[config.mk]
export PLATFORM = sky130hd
export DESIGN_NAME = distance_hand_state_qualifier_top
export DESIGN_NICKNAME = d
export VERILOG_FILES = /design/src/rtl/core/dhsq_pkg.sv /design/src/rtl/core/distance_hand_state_qualifier_top.sv
export SDC_FILE = /design/constraint.sdc
export NUM_CORES = 1
export LEC_CHECK = 0
export BUFFER_PORTS_ARGS = -buffer_cell sky130_fd_sc_hd__buf_2
export CAP_MARGIN = 10
export CORE_ASPECT_RATIO = 0.8
export CORE_UTILIZATION = 50
export CTS_CLUSTER_DIAMETER = 200
export DETAILED_ROUTE_END_ITERATION = 8
export PLACE_DENSITY = 0.68
export SYNTH_ARGS = -nofsm -noshare
export SYNTH_HDL_FRONTEND = slang
export SYNTH_SLANG_ARGS = --single-unit
[constraint.sdc]
create_clock -name i_clk -period 16.8 [get_ports i_clk]
set_input_delay 5.04 -clock i_clk [delete_from_list [all_inputs] [get_ports i_clk]]
set_output_delay 5.04 -clock i_clk [all_outputs]
set_load 0.02 [all_outputs]
[src/rtl/core/dhsq_pkg.sv]
package dhsq_pkg;

    typedef enum logic [1:0] {
        HAND_NONE  = 2'd0,
        HAND_NEAR  = 2'd1,
        HAND_HOVER = 2'd2
    } t_hand;

    localparam int DEF_TIME_BITS = 32;
    localparam int DEF_DIST_BITS = 16;

    localparam int CFG_IDX_W  = 8;
    localparam int CFG_DATA_W = 32;
    localparam int STABLE_W   = 32;

    localparam logic REQ_SAMPLE = 1'b0;
    localparam logic REQ_MODE   = 1'b1;

    localparam logic [CFG_IDX_W-1:0] REG_INVALID_CODE   = 8'd0;
    localparam logic [CFG_IDX_W-1:0] REG_NEAR_ENTER     = 8'd1;
    localparam logic [CFG_IDX_W-1:0] REG_NEAR_EXIT      = 8'd2;
    localparam logic [CFG_IDX_W-1:0] REG_HOVER_MIN      = 8'd3;
    localparam logic [CFG_IDX_W-1:0] REG_HOVER_ENTER    = 8'd4;
    localparam logic [CFG_IDX_W-1:0] REG_HOVER_EXIT     = 8'd5;
    localparam logic [CFG_IDX_W-1:0] REG_LEAVE_STABLE   = 8'd6;
    localparam logic [CFG_IDX_W-1:0] REG_HAND_STABLE    = 8'd7;

    localparam logic [15:0] RST_INVALID_CODE = 16'd65535;
    localparam logic [15:0] RST_NEAR_ENTER   = 16'd100;
    localparam logic [15:0] RST_NEAR_EXIT    = 16'd120;
    localparam logic [15:0] RST_HOVER_MIN    = 16'd100;
    localparam logic [15:0] RST_HOVER_ENTER  = 16'd300;
    localparam logic [15:0] RST_HOVER_EXIT   = 16'd350;
    localparam logic [STABLE_W-1:0] RST_LEAVE_STABLE = 32'd200;
    localparam logic [STABLE_W-1:0] RST_HAND_STABLE  = 32'd100;

endpackage

[src/rtl/core/distance_hand_state_qualifier_top.sv]
// Hand-state qualifier for a distance sensor. Every beat on the input channel is either a
// distance sample or a mode-change event; samples taken in demo mode yield one result beat
// carrying the qualified state (no hand, near, hover), the sample, the time spent in the
// current state and a flag for a hand that has just left; a mode event entering demo mode
// yields a result beat too. A new state is only taken once it has persisted for
// hand_stable_ms (or leave_stable_ms towards no hand). The block takes one beat per clock
// cycle while no result is held by back-pressure: a beat waits in the input register, where
// the state update is done combinationally, and its result is loaded from there into the
// output register once that register is free. The state update loop sets that rate; beats
// that give no result pass even while the output register is held by back-pressure. The
// configuration port is always ready and is to be written only while the block is idle.
module distance_hand_state_qualifier_top
    import dhsq_pkg::*;
#(
    parameter int TIME_BITS = DEF_TIME_BITS,
    parameter int DIST_BITS = DEF_DIST_BITS
) (
    input  logic                  i_clk,
    input  logic                  i_rst_n,

    input  logic                  i_cfg_valid,
    output logic                  o_cfg_ready,
    input  logic [CFG_IDX_W-1:0]  i_cfg_index,
    input  logic [CFG_DATA_W-1:0] i_cfg_data,

    input  logic                  i_in_valid,
    output logic                  o_in_ready,
    input  logic                  i_req_type,
    input  logic [DIST_BITS-1:0]  i_distance_mm,
    input  logic                  i_distance_valid,
    input  logic [TIME_BITS-1:0]  i_now_ms,
    input  logic                  i_demo_active,
    input  logic                  i_prev_demo_active,

    output logic                  o_out_valid,
    input  logic                  i_out_ready,
    output logic [1:0]            o_hand_state,
    output logic [DIST_BITS-1:0]  o_report_distance,
    output logic                  o_report_valid,
    output logic [TIME_BITS-1:0]  o_stable_time_ms,
    output logic                  o_leave_detected,
    output logic [1:0]            o_left_state
);

    localparam int CMP_W = (TIME_BITS > STABLE_W) ? TIME_BITS : STABLE_W;

    // configuration
    logic [DIST_BITS-1:0] r_invalid_code, r_near_enter, r_near_exit;
    logic [DIST_BITS-1:0] r_hover_min, r_hover_enter, r_hover_exit;
    logic [STABLE_W-1:0]  r_leave_stable, r_hand_stable;

    // input register
    logic                 r_sv;
    logic                 r_req;
    logic [DIST_BITS-1:0] r_dist;
    logic                 r_dvalid;
    logic [TIME_BITS-1:0] r_now;
    logic                 r_demo, r_prev_demo;

    // qualifier state
    t_hand                r_cur, n_cur;
    t_hand                r_cand, n_cand;
    logic [TIME_BITS-1:0] r_cand_since, n_cand_since;
    logic [TIME_BITS-1:0] r_state_since, n_state_since;

    // output register
    logic                 r_ov;
    t_hand                r_o_hand, n_o_hand;
    logic [DIST_BITS-1:0] r_o_dist, n_o_dist;
    logic                 r_o_valid, n_o_valid;
    logic [TIME_BITS-1:0] r_o_time, n_o_time;
    logic                 r_o_leave, n_o_leave;
    t_hand                r_o_left, n_o_left;

    logic                 s_res;
    logic                 s_fire;
    logic                 out_free;
    t_hand                desired;
    logic                 dist_ok;
    logic [TIME_BITS-1:0] cand_base;
    logic [TIME_BITS-1:0] cand_age;
    logic [STABLE_W-1:0]  need;

    assign o_cfg_ready = 1'b1;

    always_ff @(posedge i_clk) begin
        if (!i_rst_n) begin
            r_invalid_code <= DIST_BITS'(RST_INVALID_CODE);
            r_near_enter   <= DIST_BITS'(RST_NEAR_ENTER);
            r_near_exit    <= DIST_BITS'(RST_NEAR_EXIT);
            r_hover_min    <= DIST_BITS'(RST_HOVER_MIN);
            r_hover_enter  <= DIST_BITS'(RST_HOVER_ENTER);
            r_hover_exit   <= DIST_BITS'(RST_HOVER_EXIT);
            r_leave_stable <= RST_LEAVE_STABLE;
            r_hand_stable  <= RST_HAND_STABLE;
        end else if (i_cfg_valid) begin
            case (i_cfg_index)
                REG_INVALID_CODE: r_invalid_code <= i_cfg_data[DIST_BITS-1:0];
                REG_NEAR_ENTER:   r_near_enter   <= i_cfg_data[DIST_BITS-1:0];
                REG_NEAR_EXIT:    r_near_exit    <= i_cfg_data[DIST_BITS-1:0];
                REG_HOVER_MIN:    r_hover_min    <= i_cfg_data[DIST_BITS-1:0];
                REG_HOVER_ENTER:  r_hover_enter  <= i_cfg_data[DIST_BITS-1:0];
                REG_HOVER_EXIT:   r_hover_exit   <= i_cfg_data[DIST_BITS-1:0];
                REG_LEAVE_STABLE: r_leave_stable <= i_cfg_data[STABLE_W-1:0];
                REG_HAND_STABLE:  r_hand_stable  <= i_cfg_data[STABLE_W-1:0];
                default: ;
            endcase
        end
    end

    // A beat without a result never waits for the output side.
    assign out_free   = !r_ov || i_out_ready;
    assign s_fire     = r_sv && (!s_res || out_free);
    assign o_in_ready = !r_sv || s_fire;

    always_ff @(posedge i_clk) begin
        if (!i_rst_n) begin
            r_sv <= 1'b0;
        end else if (o_in_ready) begin
            r_sv <= i_in_valid;
        end
    end

    always_ff @(posedge i_clk) begin
        if (i_in_valid && o_in_ready) begin
            r_req       <= i_req_type;
            r_dist      <= i_distance_mm;
            r_dvalid    <= i_distance_valid;
            r_now       <= i_now_ms;
            r_demo      <= i_demo_active;
            r_prev_demo <= i_prev_demo_active;
        end
    end

    // Classification with hysteresis on the current qualified state.
    always_comb begin
        dist_ok = r_dvalid && (r_dist != r_invalid_code);
        desired = HAND_NONE;
        if (dist_ok) begin
            case (r_cur)
                HAND_NEAR: begin
                    if (r_dist > r_hover_exit) begin
                        desired = HAND_NONE;
                    end else if (r_dist > r_near_exit && r_dist <= r_hover_enter) begin
                        desired = HAND_HOVER;
                    end else begin
                        desired = HAND_NEAR;
                    end
                end
                HAND_HOVER: begin
                    if (r_dist > r_hover_exit) begin
                        desired = HAND_NONE;
                    end else if (r_dist < r_near_enter) begin
                        desired = HAND_NEAR;
                    end else begin
                        desired = HAND_HOVER;
                    end
                end
                default: begin
                    if (r_dist < r_near_enter) begin
                        desired = HAND_NEAR;
                    end else if (r_dist >= r_hover_min && r_dist <= r_hover_enter) begin
                        desired = HAND_HOVER;
                    end else begin
                        desired = HAND_NONE;
                    end
                end
            endcase
        end
    end

    always_comb begin
        n_cur         = r_cur;
        n_cand        = r_cand;
        n_cand_since  = r_cand_since;
        n_state_since = r_state_since;
        s_res         = 1'b0;
        n_o_hand      = HAND_NONE;
        n_o_dist      = '0;
        n_o_valid     = 1'b0;
        n_o_time      = '0;
        n_o_leave     = 1'b0;
        n_o_left      = HAND_NONE;

        // A fresh candidate starts its timer at this sample.
        cand_base = (r_cand != desired) ? r_now : r_cand_since;
        cand_age  = r_now - cand_base;
        need      = (desired == HAND_NONE) ? r_leave_stable : r_hand_stable;

        if (r_req == REQ_MODE) begin
            if (!r_demo || !r_prev_demo) begin
                n_cur         = HAND_NONE;
                n_cand        = HAND_NONE;
                n_cand_since  = '0;
                n_state_since = r_now;
                // Entering demo mode reports the cleared state.
                s_res         = r_demo;
            end
        end else if (r_demo) begin
            s_res     = 1'b1;
            n_o_dist  = r_dist;
            n_o_valid = r_dvalid;
            if (desired != r_cur) begin
                n_cand       = desired;
                n_cand_since = cand_base;
                if (CMP_W'(cand_age) >= CMP_W'(need)) begin
                    n_cur         = desired;
                    n_state_since = r_now;
                    n_cand_since  = r_now;
                    if (desired == HAND_NONE) begin
                        n_o_leave = 1'b1;
                        n_o_left  = r_cur;
                    end
                end
            end else begin
                n_cand       = r_cur;
                n_cand_since = r_now;
            end
            n_o_hand = n_cur;
            n_o_time = r_now - n_state_since;
        end
    end

    always_ff @(posedge i_clk) begin
        if (!i_rst_n) begin
            r_cur         <= HAND_NONE;
            r_cand        <= HAND_NONE;
            r_cand_since  <= '0;
            r_state_since <= '0;
        end else if (s_fire) begin
            r_cur         <= n_cur;
            r_cand        <= n_cand;
            r_cand_since  <= n_cand_since;
            r_state_since <= n_state_since;
        end
    end

    always_ff @(posedge i_clk) begin
        if (!i_rst_n) begin
            r_ov <= 1'b0;
        end else if (s_fire && s_res) begin
            r_ov <= 1'b1;
        end else if (i_out_ready) begin
            r_ov <= 1'b0;
        end
    end

    always_ff @(posedge i_clk) begin
        if (s_fire && s_res) begin
            r_o_hand  <= n_o_hand;
            r_o_dist  <= n_o_dist;
            r_o_valid <= n_o_valid;
            r_o_time  <= n_o_time;
            r_o_leave <= n_o_leave;
            r_o_left  <= n_o_left;
        end
    end

    assign o_out_valid       = r_ov;
    assign o_hand_state      = r_o_hand;
    assign o_report_distance = r_o_dist;
    assign o_report_valid    = r_o_valid;
    assign o_stable_time_ms  = r_o_time;
    assign o_leave_detected  = r_o_leave;
    assign o_left_state      = r_o_left;

endmodule

* Word level (Yosys, flattened, before mapping)
Index checks and enable logic that the tools add are counted.
Widths: inputs -> output; s select.
** Storage, ports and cells
- Register bits :: 336
- Latch bits :: 0
- Bits in writable memories :: 0
- Bits in read-only memories :: 0
- Output and inout port bits :: 57
- Word-level logic and storage cells :: 118
- Memories kept :: 0
** Cells by class
- Add/sub/neg operators :: 2
- Multiply operators :: 0
- Div/mod/pow operators :: 0
- Magnitude comparators :: 6
- Equal/unequal tests :: 13
- Shift operators :: 0
- Mux-type cells :: 36
- Bitwise operators :: 4
- Reduce and logical (&&, ||, !) cells :: 31
** Operators by type and width (number)
- $mux 32 :: 14
- $sub 32x32->32 :: 2
- $eq 8x3->1 const B :: 4
- $ge 32x32->1 :: 1
- $gt 16x16->1 :: 2
- $mux 2 :: 15
- $eq 8x2->1 const B :: 2
- $ge 16x16->1 :: 1
- $le 16x16->1 :: 1
- $lt 16x16->1 :: 1
- $ne 16x16->1 :: 1
- $reduce_and 2->1 :: 8
- $eq 8x1->1 const B :: 1
- $logic_not 8->1 :: 1
- $logic_and 1x1->1 :: 6
- $mux 1 :: 6
- $logic_not 1->1 :: 5
- $reduce_or 5->1 :: 1
- $logic_or 1x1->1 :: 4
- $ne 2x2->1 :: 2
- $not 1->1 :: 4
- $pmux 2 s2 :: 1
- $reduce_bool 2->1 :: 2
- $reduce_or 4->1 :: 1
- 6 further kinds :: 6

* Logic depth before layout (Yosys ltp)
- Word-level depth :: 16
- Depth in mapped cells :: 46
- Mapped depth without buffers :: 46

* Worst setup path after synthesis
OpenSTA, ideal clock, no wires.
- Path type :: in2out
- From :: input i_out_ready
- To :: output o_in_ready
- Arrival time :: 5.519 ns
- Data required time :: 11.760 ns
- Setup slack :: 6.241 ns
- Stages on the path :: 3
- Cell sequence :: nand2b_1 > nor2_1 > inv_1
** Between the ends
- Word-level cells in the longest chain between the ends :: 4
** Ends and longest elaborated chain
- start, declared :: RTL line distance_hand_state_qualifier_top.sv:36 : input logic i_out_ready,
- $logic_or 1x1->1 :: RTL line distance_hand_state_qualifier_top.sv:112 : assign out_free = !r_ov || i_out_ready;
- $logic_or 1x1->1 :: RTL line distance_hand_state_qualifier_top.sv:113 : assign s_fire = r_sv && (!s_res || out_free);
- $logic_and 1x1->1 :: RTL line distance_hand_state_qualifier_top.sv:113
- $logic_or 1x1->1 :: RTL line distance_hand_state_qualifier_top.sv:114 : assign o_in_ready = !r_sv || s_fire;
- end, declared :: RTL line distance_hand_state_qualifier_top.sv:27 : output logic o_in_ready,
No other way between the ends.

* Worst setup path in the final report
- From :: register r_dist[1]
- To :: register r_o_time[30] (netlist: o_stable_time_ms[30]) (data pin)
** Between the ends
- Word-level cells in the longest chain between the ends :: 15
- Elaborated cells on any way between the ends :: 29
- Those cells by class :: add/sub: 2; order compare: 6; eq/ne: 3; mux: 14; reduce/logical: 4
** Ends and longest elaborated chain
- start, declared :: RTL line distance_hand_state_qualifier_top.sv:55 : logic [DIST_BITS-1:0] r_dist;
- start signal, assigned :: RTL line distance_hand_state_qualifier_top.sv:127 : r_dist <= i_distance_mm;
- $gt 16x16->1, or another cell as far along :: RTL line distance_hand_state_qualifier_top.sv:144 : end else if (r_dist > r_near_exit && r_dist <= r_hover_enter) begin
- $logic_and 1x1->1 (on tied branches) :: RTL line distance_hand_state_qualifier_top.sv:144, distance_hand_state_qualifier_top.sv:162
- $mux 2 (on tied branches) :: RTL line distance_hand_state_qualifier_top.sv:144, distance_hand_state_qualifier_top.sv:162
- $mux 2 (on tied branches) :: RTL line distance_hand_state_qualifier_top.sv:142, distance_hand_state_qualifier_top.sv:160
- $pmux 2 s2 :: RTL line distance_hand_state_qualifier_top.sv:140 : case (r_cur)
- $mux 2 (*) :: RTL line distance_hand_state_qualifier_top.sv:139 : if (dist_ok) begin
- $ne 2x2->1 :: RTL line distance_hand_state_qualifier_top.sv:186 : cand_base = (r_cand != desired) ? r_now : r_cand_since;
- $mux 32 :: RTL line distance_hand_state_qualifier_top.sv:186
- $sub 32x32->32 :: RTL line distance_hand_state_qualifier_top.sv:187 : cand_age = r_now - cand_base;
- $ge 32x32->1 :: RTL line distance_hand_state_qualifier_top.sv:206 : if (CMP_W'(cand_age) >= CMP_W'(need)) begin
- $mux 32 :: RTL line distance_hand_state_qualifier_top.sv:206
- $mux 32 (*) :: RTL line distance_hand_state_qualifier_top.sv:203 : if (desired != r_cur) begin
- $mux 32 (*) :: RTL line distance_hand_state_qualifier_top.sv:199 : end else if (r_demo) begin
- $mux 32 (*) :: RTL line distance_hand_state_qualifier_top.sv:190 : if (r_req == REQ_MODE) begin
- $sub 32x32->32 (*) :: RTL line distance_hand_state_qualifier_top.sv:220 : n_o_time = r_now - n_state_since;
- end signal, assigned :: RTL line distance_hand_state_qualifier_top.sv:253 : r_o_time <= n_o_time;
- end, declared :: RTL line distance_hand_state_qualifier_top.sv:71 : logic [TIME_BITS-1:0] r_o_time, n_o_time;
Every way passes the cells marked *; elsewhere a longest branch is shown, timed or not. The select of a mux whose other input is x is not followed.
A chain may end at the register's enable or synchronous reset.

==> flow_metrics.py <==
metrics = {
    "synthesis": {
        "syn_inst": 2022,
        "synth.area.top_cells": "dfxtp_1 (24%), edfxtp_1 (17%), ha_1 (12%), nand2_1 (8.4%), mux2i_1 (6.6%)",
        "synthFlopType": "dfxtp_1",
        "ys_ff_latch": 336,
        "syn_area_sq_um": 18900,
        "synth_top_area_share_pct": 24.4,
        "synth-seq-area-share_pct": 41.3,
        "synthTopCellsByCount": "nand2_1 (422), dfxtp_1 (230), ha_1 (176)",
        "synth_largest_area_cell": "dfxtp_1",
        "syn_nets": 2297,
        "synth_enable_flop_cells": 106,
        "yosys_warnings": 0,
        "yosysMostFrequentCell": "nand2_1",
        "syn_area_per_cell_sq_um": 9.32,
        "ys_async_sr_fraction_pct": 0,
        "synth_cell_type_count": 73,
    },
    "worst_setup_path": {
        "crit_fanout": 34,
        "setup.worst_path.start_class": "flip-flop",
        "criticalPathCategory": "flip-flop to flip-flop",
        "cpPeakStageDelay_ps": 890,
        "worstPathRequired_ps": 17040,
        "crit_arrival_ps": 12040,
        "crit_slowest_cell": "a221oi_2",
        "end_kind": "flip-flop",
    },
    "power_and_ir_drop": {
        "pwr-share-seq_pct": 42.1,
        "p_comb_share_pct": 17.0,
        "power.density_nw_per_um2": 98.3,
        "p_switching_uw": 565,
        "p_clk_share_pct": 40.9,
        "irDropWorstVdd_uv": 83.5,
        "switching_share_pct": 27.1,
        "leakage_uw": 0.00839,
        "intPower_uw": 1520,
    },
    "timing": {
        "fin_skew_ps": 20.1,
        "fmax_mhz": 84.8,
        "drv_slew": 0,
        "min_period_ps": 11800,
        "setup_violations": 0,
        "slew_headroom_pct": 25.1,
        "finalSetupTns_ps": 0,
        "finalHoldViolations": 0,
        "fin_crit_sh_pct": 70.2,
        "worst_pin_slew_ps": 1120,
        "rsz0062_at_grt": "false",
    },
    "floorplan": {
        "die_y_microns": 176,
        "die_w_microns": 219,
        "num_rows": 63,
        "dieArea_sq_um": 38500,
        "core_sq_um": 37100,
        "boundaryPins": 154,
        "start_util_pct": 50.8,
    },
    "clock_network": {
        "ctsLongestPathBuffers": 3,
        "cts-root-buf": "clkbuf_16",
        "cts_tree": "yes",
        "cts_hold_buffers": 0,
        "clock_latency_ps": 540,
        "post_cts_buffers": 0,
        "cts.sinks": 336,
        "clk_pin_slew_ps": 60,
        "numCtsBuffers": 37,
        "ctsHtreeMaxLevel": 2,
        "cts-resized-gates": 0,
    },
    "grt": {
        "grt_max_degree": 145,
        "overflow": 0,
        "grt_pass1_wl_microns": 80000,
        "antenna_found_initial": 0,
        "first_global_vias": 13900,
        "grt_use_total_pct": 27.2,
    },
    "detailed_routing": {
        "drcViolationCount": 0,
        "vias": 14900,
        "initialDrtViolationCount": 1346,
        "wl_per_cell_microns": 19.8,
        "antenna_left": 0,
        "dr.pass1.iters": 5,
        "wl_microns": 52500,
        "vias_per_cell": 5.65,
    },
    "cells_and_area": {
        "drive_gt1_share_pct": 11.8,
        "fin_area_sq_um": 21200,
        "synthToLayoutAreaGrowth_pct": 12.5,
        "n_antenna_cell": 0,
        "nNetsFinal": 2405,
    },
    "place": {
        "place_hpwl_microns": 39000,
        "place_congestion": 0.941,
        "port_buffers": 152,
        "post_dp_cell_area_sq_um": 19900,
    },
    "run_status": {
        "status": "completed",
    },
    "min_path": {
        "holdCritPathClass": "flip-flop to flip-flop",
    },
    "run": {
        "drv_cap": 0,
    },
}
[metal layers]
| layer | GRT usage, % | vias up | share of wire (%) | wire, microns |
|---|---|---|---|---|
| li1 | - | 7293 | - | - |
| met1 | 42.7 | 7152 | 51 | 26700 |
| met2 | 36.5 | 446 | 39 | 20400 |
| met3 | 7.10 | 55 | 8.7 | 4560 |
| met4 | 5.38 | 0 | 1.4 | 759 |
| met5 | 0 | - | 0 | 0 |
[cells by family (layout without fill, tap and decap cells)]
family | count (synthesis) | in the layout | synth area share [%]
flip-flops | 336 | 336 | 41.3
other | 1 | 1 | 0.0199
multiplexers | 129 | 129 | 6.88
adder cells (fa/ha/maj) | 178 | 178 | 11.9
buffers and inverters | 202 | 339 | 4.63
AND/OR/NAND/NOR | 679 | 679 | 15.7
XOR/XNOR | 74 | 74 | 3.44
AO/OA/AOI/OAI | 423 | 423 | 16.1
[flip-flops by register name, summed over array words and instances, names as in the netlist, 2 cells and up]
register           count
r_invalid_code        16
r_hover_enter         16
r_leave_stable        32
o_left_state           2
r_cand_since          32
r_state_since         32
o_stable_time_ms      32
r_dist                16
r_cand                 2
r_near_enter          16
r_hand_stable         32
r_now                 32
r_hover_exit          16
r_near_exit           16
o_report_distance     16
o_hand_state           2
r_hover_min           16
r_cur                  2
[metrics by stage]
stage	std cells	hold slack (ps)	worst slack (ps)	utilization (%)	power [uW]
floorplan	2022	432	6240	-	1150
global placement	2578	441	5430	53.7	1240
detailed placement	2578	447	5240	53.7	1240
CTS	2646	457	5170	57.1	2100
global route	2646	471	3920	57.1	2180
finish	2646	457	5000	57.1	2090
[power groups by stage]
stage                     Combinational [uW]  Clock, uW  Sequential (uW)
final                                    355        852              878
after global routing                     394        901              880
after CTS                                353        868              878
after detailed placement                 350          0              895
after global placement                   343          0              894
after floorplan                          263          0              891
[layout make-up]
type	instances	area, sq um
Clock buffer	53	1070
Clock inverter	15	208
Fill cell	3284	15900
Inverter	103	387
Multi-Input combinational cell	1484	10200
Sequential cell	336	7790
Tap cell	487	609
Timing Repair Buffer	168	887
[worst max-delay path: cells and delay by family, from the launching register on]
kind | cells | cell delay [ps]
flip-flops | 1 | 610
XOR/XNOR | 3 | 480
buffers and inverters | 3 | 860
AO/OA/AOI/OAI | 25 | 6300
adder cells (fa/ha/maj) | 6 | 1600
multiplexers | 2 | 560
AND/OR/NAND/NOR | 6 | 1000
[final timing paths]
check             slack [ps]                    to  depth (start not counted)              start
setup / recovery        5000  o_stable_time_ms[30]                         45          r_dist[1]
hold / removal           460     r_state_since[18]                          2  r_state_since[18]
setup reg to reg        5000  o_stable_time_ms[30]                         45          r_dist[1]
hold reg to reg          460     r_state_since[18]                          2  r_state_since[18]
[cells in the final DEF (no fill, tap or decap), types with 14 or more instances in the layout]
| cell | count |
|---|---|
| a21boi_0 | 121 |
| a21o_1 | 35 |
| a21oi_1 | 81 |
| a22o_1 | 32 |
| and2_1 | 22 |
| buf_2 | 151 |
| buf_4 | 16 |
| clkbuf_16 | 38 |
| dfxtp_1 | 230 |
| edfxtp_1 | 106 |
| ha_1 | 176 |
| inv_1 | 103 |
| mux2i_1 | 125 |
| nand2_1 | 422 |
| nand2b_1 | 14 |
| nand3_1 | 47 |
| nand4_1 | 24 |
| nor2_1 | 75 |
| nor2b_1 | 20 |
| o211ai_1 | 29 |
| o21ai_0 | 38 |
| xnor2_1 | 51 |
| xor2_1 | 23 |
Note: power is estimated with default switching activity, not from simulation.
